<file path="src/rtl/core/fbd_pkg.sv">
package fbd_pkg;

  // Command codes carried in the func field
  localparam logic [2:0] FUNC_CLEAR  = 3'd0;
  localparam logic [2:0] FUNC_CURSOR = 3'd1;
  localparam logic [2:0] FUNC_CHAR   = 3'd2;
  localparam logic [2:0] FUNC_BOX    = 3'd3;
  localparam logic [2:0] FUNC_FRAME  = 3'd4;
  localparam logic [2:0] FUNC_SPAN   = 3'd5;
  localparam logic [2:0] FUNC_READ   = 3'd6;

  // Configuration register indexes
  localparam logic REG_DRAW_COLOR = 1'b0;
  localparam logic REG_TEXT_SCALE = 1'b1;

  // Latched drawing command handed to the mask generator
  typedef struct packed {
    logic [2:0]  kind;
    logic [9:0]  x0;
    logic [9:0]  x1;
    logic [9:0]  y0;
    logic [9:0]  y1;
    logic [7:0]  span_bits;
    logic        color;
    logic        scale2;
    logic [47:0] glyph;
  } draw_cmd_t;

  // Pack six glyph columns, column 0 in the low byte
  function automatic logic [47:0] pack6(input logic [7:0] c0, input logic [7:0] c1,
                                        input logic [7:0] c2, input logic [7:0] c3,
                                        input logic [7:0] c4, input logic [7:0] c5);
    pack6 = {c5, c4, c3, c2, c1, c0};
  endfunction

  // Glyph ROM: lowercase promoted except 's', unknown codes give space
  function automatic logic [47:0] glyph_lookup(input logic [7:0] code);
    logic [7:0] k;
    k = code;
    if (code >= 8'h61 && code <= 8'h7a && code != 8'h73) k = code - 8'h20;
    case (k)
      8'h30: glyph_lookup = pack6(8'h3e, 8'h51, 8'h49, 8'h45, 8'h3e, 8'h00);
      8'h31: glyph_lookup = pack6(8'h00, 8'h42, 8'h7f, 8'h40, 8'h00, 8'h00);
      8'h32: glyph_lookup = pack6(8'h42, 8'h61, 8'h51, 8'h49, 8'h46, 8'h00);
      8'h33: glyph_lookup = pack6(8'h21, 8'h41, 8'h45, 8'h4b, 8'h31, 8'h00);
      8'h34: glyph_lookup = pack6(8'h18, 8'h14, 8'h12, 8'h7f, 8'h10, 8'h00);
      8'h35: glyph_lookup = pack6(8'h27, 8'h45, 8'h45, 8'h45, 8'h39, 8'h00);
      8'h36: glyph_lookup = pack6(8'h3c, 8'h4a, 8'h49, 8'h49, 8'h30, 8'h00);
      8'h37: glyph_lookup = pack6(8'h01, 8'h71, 8'h09, 8'h05, 8'h03, 8'h00);
      8'h38: glyph_lookup = pack6(8'h36, 8'h49, 8'h49, 8'h49, 8'h36, 8'h00);
      8'h39: glyph_lookup = pack6(8'h06, 8'h49, 8'h49, 8'h29, 8'h1e, 8'h00);
      8'h2e: glyph_lookup = pack6(8'h00, 8'h60, 8'h60, 8'h00, 8'h00, 8'h00);
      8'h3a: glyph_lookup = pack6(8'h00, 8'h36, 8'h36, 8'h00, 8'h00, 8'h00);
      8'h25: glyph_lookup = pack6(8'h62, 8'h64, 8'h08, 8'h13, 8'h23, 8'h00);
      8'h41: glyph_lookup = pack6(8'h7e, 8'h11, 8'h11, 8'h11, 8'h7e, 8'h00);
      8'h42: glyph_lookup = pack6(8'h7f, 8'h49, 8'h49, 8'h49, 8'h36, 8'h00);
      8'h43: glyph_lookup = pack6(8'h3e, 8'h41, 8'h41, 8'h41, 8'h22, 8'h00);
      8'h44: glyph_lookup = pack6(8'h7f, 8'h41, 8'h41, 8'h22, 8'h1c, 8'h00);
      8'h45: glyph_lookup = pack6(8'h7f, 8'h49, 8'h49, 8'h49, 8'h41, 8'h00);
      8'h46: glyph_lookup = pack6(8'h7f, 8'h09, 8'h09, 8'h09, 8'h01, 8'h00);
      8'h47: glyph_lookup = pack6(8'h3e, 8'h41, 8'h49, 8'h49, 8'h7a, 8'h00);
      8'h48: glyph_lookup = pack6(8'h7f, 8'h08, 8'h08, 8'h08, 8'h7f, 8'h00);
      8'h49: glyph_lookup = pack6(8'h00, 8'h41, 8'h7f, 8'h41, 8'h00, 8'h00);
      8'h4a: glyph_lookup = pack6(8'h20, 8'h40, 8'h41, 8'h3f, 8'h01, 8'h00);
      8'h4b: glyph_lookup = pack6(8'h7f, 8'h08, 8'h14, 8'h22, 8'h41, 8'h00);
      8'h4c: glyph_lookup = pack6(8'h7f, 8'h40, 8'h40, 8'h40, 8'h40, 8'h00);
      8'h4d: glyph_lookup = pack6(8'h7f, 8'h02, 8'h04, 8'h02, 8'h7f, 8'h00);
      8'h4e: glyph_lookup = pack6(8'h7f, 8'h04, 8'h08, 8'h10, 8'h7f, 8'h00);
      8'h4f: glyph_lookup = pack6(8'h3e, 8'h41, 8'h41, 8'h41, 8'h3e, 8'h00);
      8'h50: glyph_lookup = pack6(8'h7f, 8'h09, 8'h09, 8'h09, 8'h06, 8'h00);
      8'h51: glyph_lookup = pack6(8'h3e, 8'h41, 8'h51, 8'h21, 8'h5e, 8'h00);
      8'h52: glyph_lookup = pack6(8'h7f, 8'h09, 8'h19, 8'h29, 8'h46, 8'h00);
      8'h53: glyph_lookup = pack6(8'h46, 8'h49, 8'h49, 8'h49, 8'h31, 8'h00);
      8'h54: glyph_lookup = pack6(8'h01, 8'h01, 8'h7f, 8'h01, 8'h01, 8'h00);
      8'h55: glyph_lookup = pack6(8'h3f, 8'h40, 8'h40, 8'h40, 8'h3f, 8'h00);
      8'h56: glyph_lookup = pack6(8'h1f, 8'h20, 8'h40, 8'h20, 8'h1f, 8'h00);
      8'h57: glyph_lookup = pack6(8'h7f, 8'h20, 8'h18, 8'h20, 8'h7f, 8'h00);
      8'h58: glyph_lookup = pack6(8'h63, 8'h14, 8'h08, 8'h14, 8'h63, 8'h00);
      8'h59: glyph_lookup = pack6(8'h07, 8'h08, 8'h70, 8'h08, 8'h07, 8'h00);
      8'h5a: glyph_lookup = pack6(8'h61, 8'h51, 8'h49, 8'h45, 8'h43, 8'h00);
      8'h73: glyph_lookup = pack6(8'h26, 8'h49, 8'h49, 8'h49, 8'h32, 8'h00);
      default: glyph_lookup = '0;
    endcase
  endfunction

endpackage

</file>
<file path="src/rtl/core/fbd_mask_gen.sv">
module fbd_mask_gen
  import fbd_pkg::*;
#(
  parameter int SCREEN_HEIGHT = 64,
  parameter int CW            = 7,
  parameter int PW            = 3
) (
  input  draw_cmd_t     cmd,
  input  logic [CW-1:0] col,
  input  logic [PW-1:0] page,
  output logic [7:0]    mask
);

  logic [9:0] col_w;
  logic [9:0] coff;
  logic [2:0] gcol;
  logic       span_on;

  assign col_w   = 10'(col);
  assign coff    = col_w - cmd.x0;
  assign gcol    = cmd.scale2 ? coff[3:1] : coff[2:0];
  // Set bits draw in the color; clear color also wipes the unset bits
  assign span_on = !cmd.color | cmd.span_bits[~coff[2:0]];

  // Decide each row bit of the byte independently
  always_comb begin
    for (int b = 0; b < 8; b++) begin
      logic [9:0] yy;
      logic [9:0] roff;
      logic [2:0] grow;
      logic       inrow;
      yy    = 10'({page, 3'(b)});
      roff  = yy - cmd.y0;
      grow  = cmd.scale2 ? roff[3:1] : roff[2:0];
      inrow = (yy >= cmd.y0) && (yy <= cmd.y1) && (yy < 10'(SCREEN_HEIGHT));
      case (cmd.kind)
        FUNC_FRAME: mask[b] = inrow && (col_w == cmd.x0 || col_w == cmd.x1 ||
                                        yy == cmd.y0 || yy == cmd.y1);
        FUNC_SPAN:  mask[b] = inrow && span_on;
        FUNC_CHAR:  mask[b] = inrow && cmd.glyph[{gcol, grow}];
        default:    mask[b] = inrow;
      endcase
    end
  end

endmodule

</file>
<file path="config.mk">
export PLATFORM = sky130hd
export DESIGN_NAME = fbd_mask_gen
export DESIGN_NICKNAME = d
export VERILOG_FILES = /design/src/rtl/core/fbd_pkg.sv /design/src/rtl/core/fbd_mask_gen.sv
export SDC_FILE = /design/constraint.sdc
export NUM_CORES = 1
export LEC_CHECK = 0
export BUFFER_PORTS_ARGS = -buffer_cell sky130_fd_sc_hd__buf_2
export CORE_MARGIN = 1
export CORE_UTILIZATION = 45
export DETAILED_ROUTE_END_ITERATION = 8
export PLACE_DENSITY = 0.68
export RECOVER_POWER = 25
export SLEW_MARGIN = 20
export SYNTH_ARGS = -nofsm -noshare
export SYNTH_HDL_FRONTEND = slang
export SYNTH_SLANG_ARGS = --single-unit
</file>
<file path="constraint.sdc">
create_clock -name vclk -period 6.8
set_input_delay 2.04 -clock vclk [all_inputs]
set_output_delay 2.04 -clock vclk [all_outputs]
set_load 0.03 [all_outputs]
</file>
==> flow_summary.json, run 1 <==
{
  "status": "finished, final reports clean",
  "num_antenna_cells": 0,
  "seq_cell_count": 0,
  "grt_pass1_vias": 5311,
  "nets": 837,
  "p_sw_share_pct": 50.39,
  "cp.required_ns": 4.76,
  "powerDensity_nw_per_um2": 106.0,
  "holdCritPathClass": "in -> out",
  "ir_drop_mv": 0.05338,
  "yosysTopAreaCellShare_pct": 30.74,
  "period_share_pct": 99.46,
  "clock.fmax_ghz": 0.1479,
  "drt_iter0_markers": 391,
  "syn_area_per_cell_um2": 8.580,
  "hold_violations": 0,
  "tightest_slew_ns": 0.7181,
  "register_area_um2": 0,
  "wl_um": 18580,
  "portBuffers": 119,
  "synth-seq-area-share_pct": 0,
  "hold_depth": 7,
  "ant_nets": 0,
  "setup_viol": 0,
  "grt_use_total_pct": 32.03,
  "nFillCells": 946,
  "grt_pass1_wl_um": 27900,
  "crit_type": "in -> out",
  "p_total_uw": 660.7,
  "place_ws_ns": -0.07232,
  "synthTopCellsByArea": "mux4_2, mux2i_1, nand2_1",
  "grt-ovfl-total": 0,
  "slew_viol_final": 0,
  "switchingPower_uw": 332.9,
  "synth_area_um2": 4762,
  "hold_end": "mask[7]",
  "holdBufCountCts": 0,
  "dr.pass1.iters": 7,
  "ys_warn_count": 0,
  "clkPwrFrac_pct": 0,
  "yosysTopAreaCell": "mux4_2",
  "coreArea_um2": 10280,
  "fin_util_pct": 60.65,
  "die_x_um": 104.9,
  "start_kind": "input port",
  "rows": 37,
  "antenna_found_initial": 0,
  "nClkBuffers": 0,
  "dieArea_um2": 11000,
  "grt_max_degree": 28,
  "finalCriticalPeriod_ns": 6.763,
  "route.detailed.drc": 0,
  "area_growth_pct": 30.90,
  "drt-wirelength-per-cell_um": 22.22,
  "drv_cap": 0,
  "min_from": "cmd[74]",
  "critPathArrivalTime_ns": 4.72,
  "layout-drive-gt1-share_pct": 42.43,
  "setup_tns_ns": 0,
  "crit_path_max_fanout": 12,
  "leakage_uw": 0.002711,
  "p_int_uw": 327.8,
  "p_seq_share_pct": 0,
  "dp_hpwl_um": 13880,
  "initial_core_util_pct": 46.34,
  "end_kind": "output port",
  "relSlewSlack_pct": 52.13,
  "postSynthCellCount": 555,
  "gp_routability_congestion": 0.9462,
  "rsz0062_at_grt": "yes",
  "synth_nets": 690,
  "vias": 5591,
  "fin_ws_ns": 0.03660,
  "pwr-share-comb_pct": 100.0,
  "die_h_um": 104.9,
  "synth_cell_types": 57,
  "hold_slack_ns": 4.619,
  "viasPerCell": 6.688,
  "num_io_pins": 119
}
==> critical path: stages <==
cell and delay, ns:
buf_2 0.09, inv_1 0.06, ha_1 0.32, mux2i_2 0.23, buf_12 0.20, mux4_2 0.51
mux4_2 0.51, and3_1 0.21, o31ai_2 0.22, a21oi_1 0.13, buf_2 0.19
==> synthesized netlist by cell type, drive strengths merged, types with 3 or more instances <==
library cell,instances
mux4,65
nor4,4
ha,22
xnor2,9
nor3,8
o21ai,18
buf,27
a31oi,7
o211ai,6
a311oi,13
xor2,8
nand2,76
clkbuf,14
or2,3
a211oi,23
inv,18
a21o,5
and2,9
mux2,4
nand2b,3
o311ai,3
and3,18
mux2i,66
nor2,23
nand3b,4
a21oi,29
nor2b,17
nand3,17
o31ai,6
==> area by class of cell <==
class                      instances  area [µm²]  share of cell area [%]
timing repair buffer             186        1325                   21.26
inverter                          18       70.07                   1.124
multi-input combinational        496        4668                   74.89
tap                              136       170.2                   2.730
==> cells by family after synthesis <==
family / count (synthesis) / share of synthesized area (%)
XOR/XNOR: 17 / 3.127
adder cells (fa/ha/maj): 24 / 6.621
multiplexers: 135 / 45.72
AO/OA/AOI/OAI: 128 / 18.71
buffers and inverters: 59 / 6.095
AND/OR/NAND/NOR: 192 / 19.73
==> worst max path at each step <==
stage / startpoint / end / slack, ns / depth (start not counted)
after floorplan: cmd[69] / mask[1] / 0.06 / 9
after global placement: cmd[70] / mask[1] / 0.03 / 11
after detailed placement: col[0] / mask[2] / -0.07 / 14
after CTS: cmd[69] / mask[1] / 0.006 / 11
after global routing: cmd[70] / mask[1] / -0.03 / 11
final: cmd[70] / mask[1] / 0.04 / 11
==> routing by layer <==
metal,vias up,global-route usage [%],wire [µm]
met5,-,0,0
met4,0,10.46,809
met3,59,2.121,1697
met2,379,55.96,8825
met1,2673,42.08,7241
li1,2480,-,-
==> metrics by stage <==
stage,cell area (µm²),instances
after CTS,5928,831
after global routing,6233,836
after global placement,5921,831
final,6233,836
after floorplan,4762,555
after detailed placement,5921,831
==> power by group through the flow <==
stage | clock (µW) | combinational, µW | sequential (µW)
floorplan | 0 | 377 | 0
global placement | 0 | 582 | 0
detailed placement | 0 | 595 | 0
CTS | 0 | 598 | 0
global route | 0 | 700 | 0
finish | 0 | 661 | 0
==> cells in the final DEF, fill, tap and decap left out, types with 9 or more instances in the layout <==
cell type and count:
ha_1 19, buf_4 51, mux4_2 65, a21oi_1 29, nor2b_1 16, nand3_1 17, inv_1 15, buf_12 13
buf_2 115, a211oi_1 13, mux2i_1 63, and3_1 18, o21ai_0 13, nor2_1 23, nand2_1 76, a211oi_2 9
a311oi_1 9, and2_1 9
==> what timing repair did <==
| item | 4_1_cts | 5_1_grt |
|---|---|---|
| pin swaps | 1 | 21 |
| hold endpoints to repair | 0 | 0 |
| setup buffers | 0 | 4 |
| gates cloned | 0 | 2 |
| endpoints found under the setup margin | 2 | 8 |
| resized for setup | 3 | 50 |
Note: power is estimated with default switching activity, not from simulation.
==> run 2, diff against run 1 <==
--- a/config.mk
+++ b/config.mk
@@ -5,11 +5,12 @@
 export SDC_FILE = /design/constraint.sdc
 export NUM_CORES = 1
 export LEC_CHECK = 0
+export ABC_CLOCK_PERIOD_IN_PS = 6800
 export BUFFER_PORTS_ARGS = -buffer_cell sky130_fd_sc_hd__buf_2
 export CORE_MARGIN = 1
-export CORE_UTILIZATION = 45
+export CORE_UTILIZATION = 35
 export DETAILED_ROUTE_END_ITERATION = 8
-export PLACE_DENSITY = 0.68
+export PLACE_DENSITY = 0.55
 export RECOVER_POWER = 25
 export SLEW_MARGIN = 20
 export SYNTH_ARGS = -nofsm -noshare
==> flow_summary.json, run 2 (synthesis gave the netlist of run 1 again) <==
{
  "status": "finished, final reports clean",
  "drt-wirelength-per-cell_um": 20.87,
  "route.detailed.drc": 0,
  "setup_viol": 0,
  "end_kind": "output port",
  "viasPerCell": 6.217,
  "grt-ovfl-total": 0,
  "vias": 5502,
  "finalCriticalPeriod_ns": 6.739,
  "nFillCells": 1337,
  "start_kind": "input port",
  "num_antenna_cells": 0,
  "fin_ws_ns": 0.06101,
  "dieArea_um2": 14080,
  "hold_violations": 0,
  "rows": 42,
  "powerDensity_nw_per_um2": 103.0,
  "leakage_uw": 0.002732,
  "critPathTopFamily": "compound AO/OA/AOI/OAI gates",
  "holdCritPathClass": "in -> out",
  "holdBufCountCts": 0,
  "slowest_stage": "o31ai_2",
  "grt_pass1_vias": 5376,
  "placedCellCount": 881,
  "drv_cap": 0,
  "cp.required_ns": 4.76,
  "slew_viol_final": 0,
  "period_share_pct": 99.10,
  "num_io_pins": 119,
  "final_common_cell": "buf_2",
  "initial_core_util_pct": 35.96,
  "dp_hpwl_um": 14330,
  "area_growth_pct": 32.48,
  "grt_max_degree": 28,
  "dr.pass1.iters": 5,
  "die_x_um": 118.6,
  "place_ws_ns": -0.1098,
  "rsz0062_at_grt": "no",
  "die_h_um": 118.6,
  "worstPathCellList": "buf_2 -> buf_4 -> and2_1 -> a21oi_1 -> buf_12 -> mux4_2 -> and2_1 -> a211oi_1 -> a211oi_2 -> o31ai_2 -> buf_4 -> a21oi_1 -> buf_2",
  "antenna_found_initial": 0,
  "nClkBuffers": 0,
  "tightest_slew_ns": 0.9007,
  "coreArea_um2": 13240,
  "final_cells": 885,
  "nets": 846,
  "critPathMaxStageDelay_ns": 0.39,
  "critPathArrivalTime_ns": 4.70,
  "crit_type": "in -> out",
  "fin_util_pct": 47.64,
  "ant_nets": 0,
  "setup_tns_ns": 0,
  "final_cell_mix": "buf_2, nand2_1, mux4_2",
  "path_buf_inv": 5,
  "clock.fmax_ghz": 0.1484,
  "relSlewSlack_pct": 39.55,
  "portBuffers": 119,
  "drt_iter0_markers": 436,
  "crit_path_max_fanout": 12,
  "p_total_uw": 649.8,
  "grt_use_total_pct": 25.75,
  "gp_routability_congestion": 0.9347,
  "layout-drive-gt1-share_pct": 42.17,
  "register_area_um2": 0,
  "wl_um": 18470,
  "grt_pass1_wl_um": 29040,
  "seq_cell_count": 0,
  "ir_drop_mv": 0.04195
}
-- run 2: cell count changes in the layout (fill, tap and decap cells not counted), sizes merged --
cell    previous run  this run
buf              183       191
bufbuf             0         1
-- run 2: area by class of cell --
cell class,count,area [µm²],area share (%)
well taps,176,220.2,3.491
repair buffers,195,1373,21.76
multi-input cells,496,4648,73.68
inverters,18,67.56,1.071
-- run 2: metal layers --
metal | track usage, % | vias to the layer above | wire (µm)
met1 | 35.67 | 2625 | 7807
met2 | 41.81 | 317 | 8470
li1 | - | 2502 | -
met5 | 0 | - | 0
met3 | 2.703 | 58 | 1501
met4 | 8.307 | 0 | 687
-- run 2: power by group --
| group | internal (µW) | switching, µW | total [µW] |
|---|---|---|---|
| logic | 330 | 320 | 650 |
| registers | 0 | 0 | 0 |
| clock network | 0 | 0 | 0 |
-- run 2: stage by stage --
stage / hold WS (ns) / cell area [µm²]
3_5_place_dp: 4.635 / 6033
5_1_grt: 4.698 / 6309
6_report: 4.633 / 6309
2_1_floorplan: 4.327 / 4762
4_1_cts: 4.640 / 6123
3_3_place_gp: 4.639 / 6033
-- run 2: final timing paths --
| kind | cells after the start | startpoint | end |
|---|---|---|---|
| hold / removal | 7 | cmd[74] | mask[7] |
| setup / recovery | 13 | cmd[48] | mask[7] |
-- run 2: timing repair --
action                                  4_1_cts  5_1_grt
endpoints found under the setup margin        6        8
hold endpoints to repair                      0        0
buffers inserted                              1        2
pin swaps                                     6       14
gates resized for setup                      14       30
cloned                                        1        2
==> run 3, diff against run 2 <==
--- a/config.mk
+++ b/config.mk
@@ -7,6 +7,7 @@
 export LEC_CHECK = 0
 export ABC_CLOCK_PERIOD_IN_PS = 6800
 export BUFFER_PORTS_ARGS = -buffer_cell sky130_fd_sc_hd__buf_2
+export CORE_ASPECT_RATIO = 1.25
 export CORE_MARGIN = 1
 export CORE_UTILIZATION = 35
 export DETAILED_ROUTE_END_ITERATION = 8
==> flow_summary.json, run 3 (synthesis gave the netlist of run 1 again) <==
{
  "initial_core_util_pct": 35.99,
  "grt_pass1_wl_um": 29040,
  "final_common_cell": "buf_2",
  "crit_type": "in -> out",
  "finalCriticalPeriod_ns": 6.744,
  "portBuffers": 119,
  "holdCritPathClass": "in -> out",
  "relSlewSlack_pct": 58.64,
  "powerDensity_nw_per_um2": 104.2,
  "drt_iter0_markers": 364,
  "worstSetupStartpoint": "col[0]",
  "grt_use_met1_pct": 32.11,
  "viasPerCell": 6.282,
  "crit_path_max_fanout": 13,
  "num_io_pins": 119,
  "setup_viol": 0,
  "status": "finished, final reports clean",
  "hold_violations": 0,
  "drv_cap": 0,
  "dieArea_um2": 14080,
  "grt_use_total_pct": 25.77,
  "hold_slack_ns": 4.637,
  "global_route.usage.met2_pct": 45.74,
  "dr.pass1.iters": 5,
  "cp.required_ns": 4.76,
  "leakage_uw": 0.002762,
  "wl_um": 18620,
  "slowest_stage": "fa_1",
  "vias": 5528,
  "critPathMaxStageDelay_ns": 0.48,
  "route.detailed.drc": 0,
  "ant_nets": 0,
  "coreArea_um2": 13230,
  "gp_routability_congestion": 0.9057,
  "dp_hpwl_um": 13990,
  "register_area_um2": 0,
  "die_x_um": 106.3,
  "grt_max_degree": 28,
  "period_share_pct": 99.18,
  "tightest_slew_ns": 0.6204,
  "area_growth_pct": 33.37,
  "worstPathCellList": "buf_2 -> inv_2 -> ha_4 -> inv_2 -> fa_1 -> mux2_4 -> buf_4 -> clkbuf_16 -> a31oi_1 -> a211oi_1 -> a211oi_1 -> o21ai_0 -> a31oi_1 -> buf_4",
  "final_cell_mix": "buf_2, nand2_1, mux4_2",
  "end_kind": "output port",
  "rows": 47,
  "clock.fmax_ghz": 0.1483,
  "grt-ovfl-total": 0,
  "multi_input_area_um2": 4681,
  "num_antenna_cells": 0,
  "ir_drop_mv": 0.03730,
  "nets": 846,
  "grt_pass1_vias": 5467,
  "use_met3_pct": 2.020,
  "nClkBuffers": 0,
  "holdBufCountCts": 0,
  "p_total_uw": 661.7,
  "crit_path_end": "mask[2]",
  "seq_cell_count": 0,
  "antenna_found_initial": 0,
  "layout-drive-gt1-share_pct": 43.02,
  "nFillCells": 1283,
  "die_h_um": 132.4,
  "grt-busiest-layer": "met2",
  "slew_viol_final": 0,
  "critPathArrivalTime_ns": 4.70,
  "drt-wirelength-per-cell_um": 21.15,
  "start_kind": "input port"
}
## run 3: layer usage
layer  wire (µm)  share of wire, %
met5           0                 0
met2        9272                50
met4         773               4.2
met3        1412               7.6
met1        7156                38
## run 3: worst min path at each step
| stage | slack, ns | cells after the start | to | from |
|---|---|---|---|---|
| 3_3_place_gp | 4.65 | 7 | mask[7] | cmd[74] |
| 2_1_floorplan | 4.33 | 3 | mask[1] | cmd[69] |
| 5_1_grt | 4.68 | 4 | mask[2] | cmd[59] |
| 3_5_place_dp | 4.65 | 7 | mask[7] | cmd[74] |
| 4_1_cts | 4.65 | 7 | mask[7] | cmd[74] |
| 6_report | 4.64 | 7 | mask[7] | cmd[74] |
## run 3: power by group
| group | internal [µW] | switching, µW |
|---|---|---|
| combinational | 334 | 328 |
| sequential | 0 | 0 |
| clock | 0 | 0 |
| total | 334 | 328 |
## run 3: cell type report
class	instances	share of cell area, %
Tap cell	171	3.369
Inverter	18	1.064
Multi-Input combinational cell	496	73.70
Timing Repair Buffer	195	21.87
## run 3: what timing repair did
| item | 4_1_cts | 5_1_grt |
|---|---|---|
| resized for setup | 13 | 43 |
| gates cloned | 1 | 1 |
| endpoints found under the setup margin | 3 | 8 |
| setup buffers | 1 | 10 |
| pin swaps | 2 | 17 |
## run 3: through the flow
step	worst slack, ns	cell area (µm²)	util, %	cells	setup TNS [ns]
finish	0.05593	6351	48.00	880	0
global route	-0.03320	6351	48.00	880	-0.08870
CTS	-0.01526	6095	46.06	870	-0.01526
detailed placement	-0.07066	5979	45.19	868	-0.1432
global placement	-0.03246	5979	45.19	868	-0.03246
floorplan	0.05693	4762	-	555	0
## run 3: critical path: cells and delay by family
| kind | cells | cell delay, ns |
|---|---|---|
| muxes | 1 | 0.31 |
| AOI/OAI and AO/OA | 5 | 1.00 |
| buffers and inverters | 6 | 0.73 |
| adders and majority gates | 2 | 0.61 |
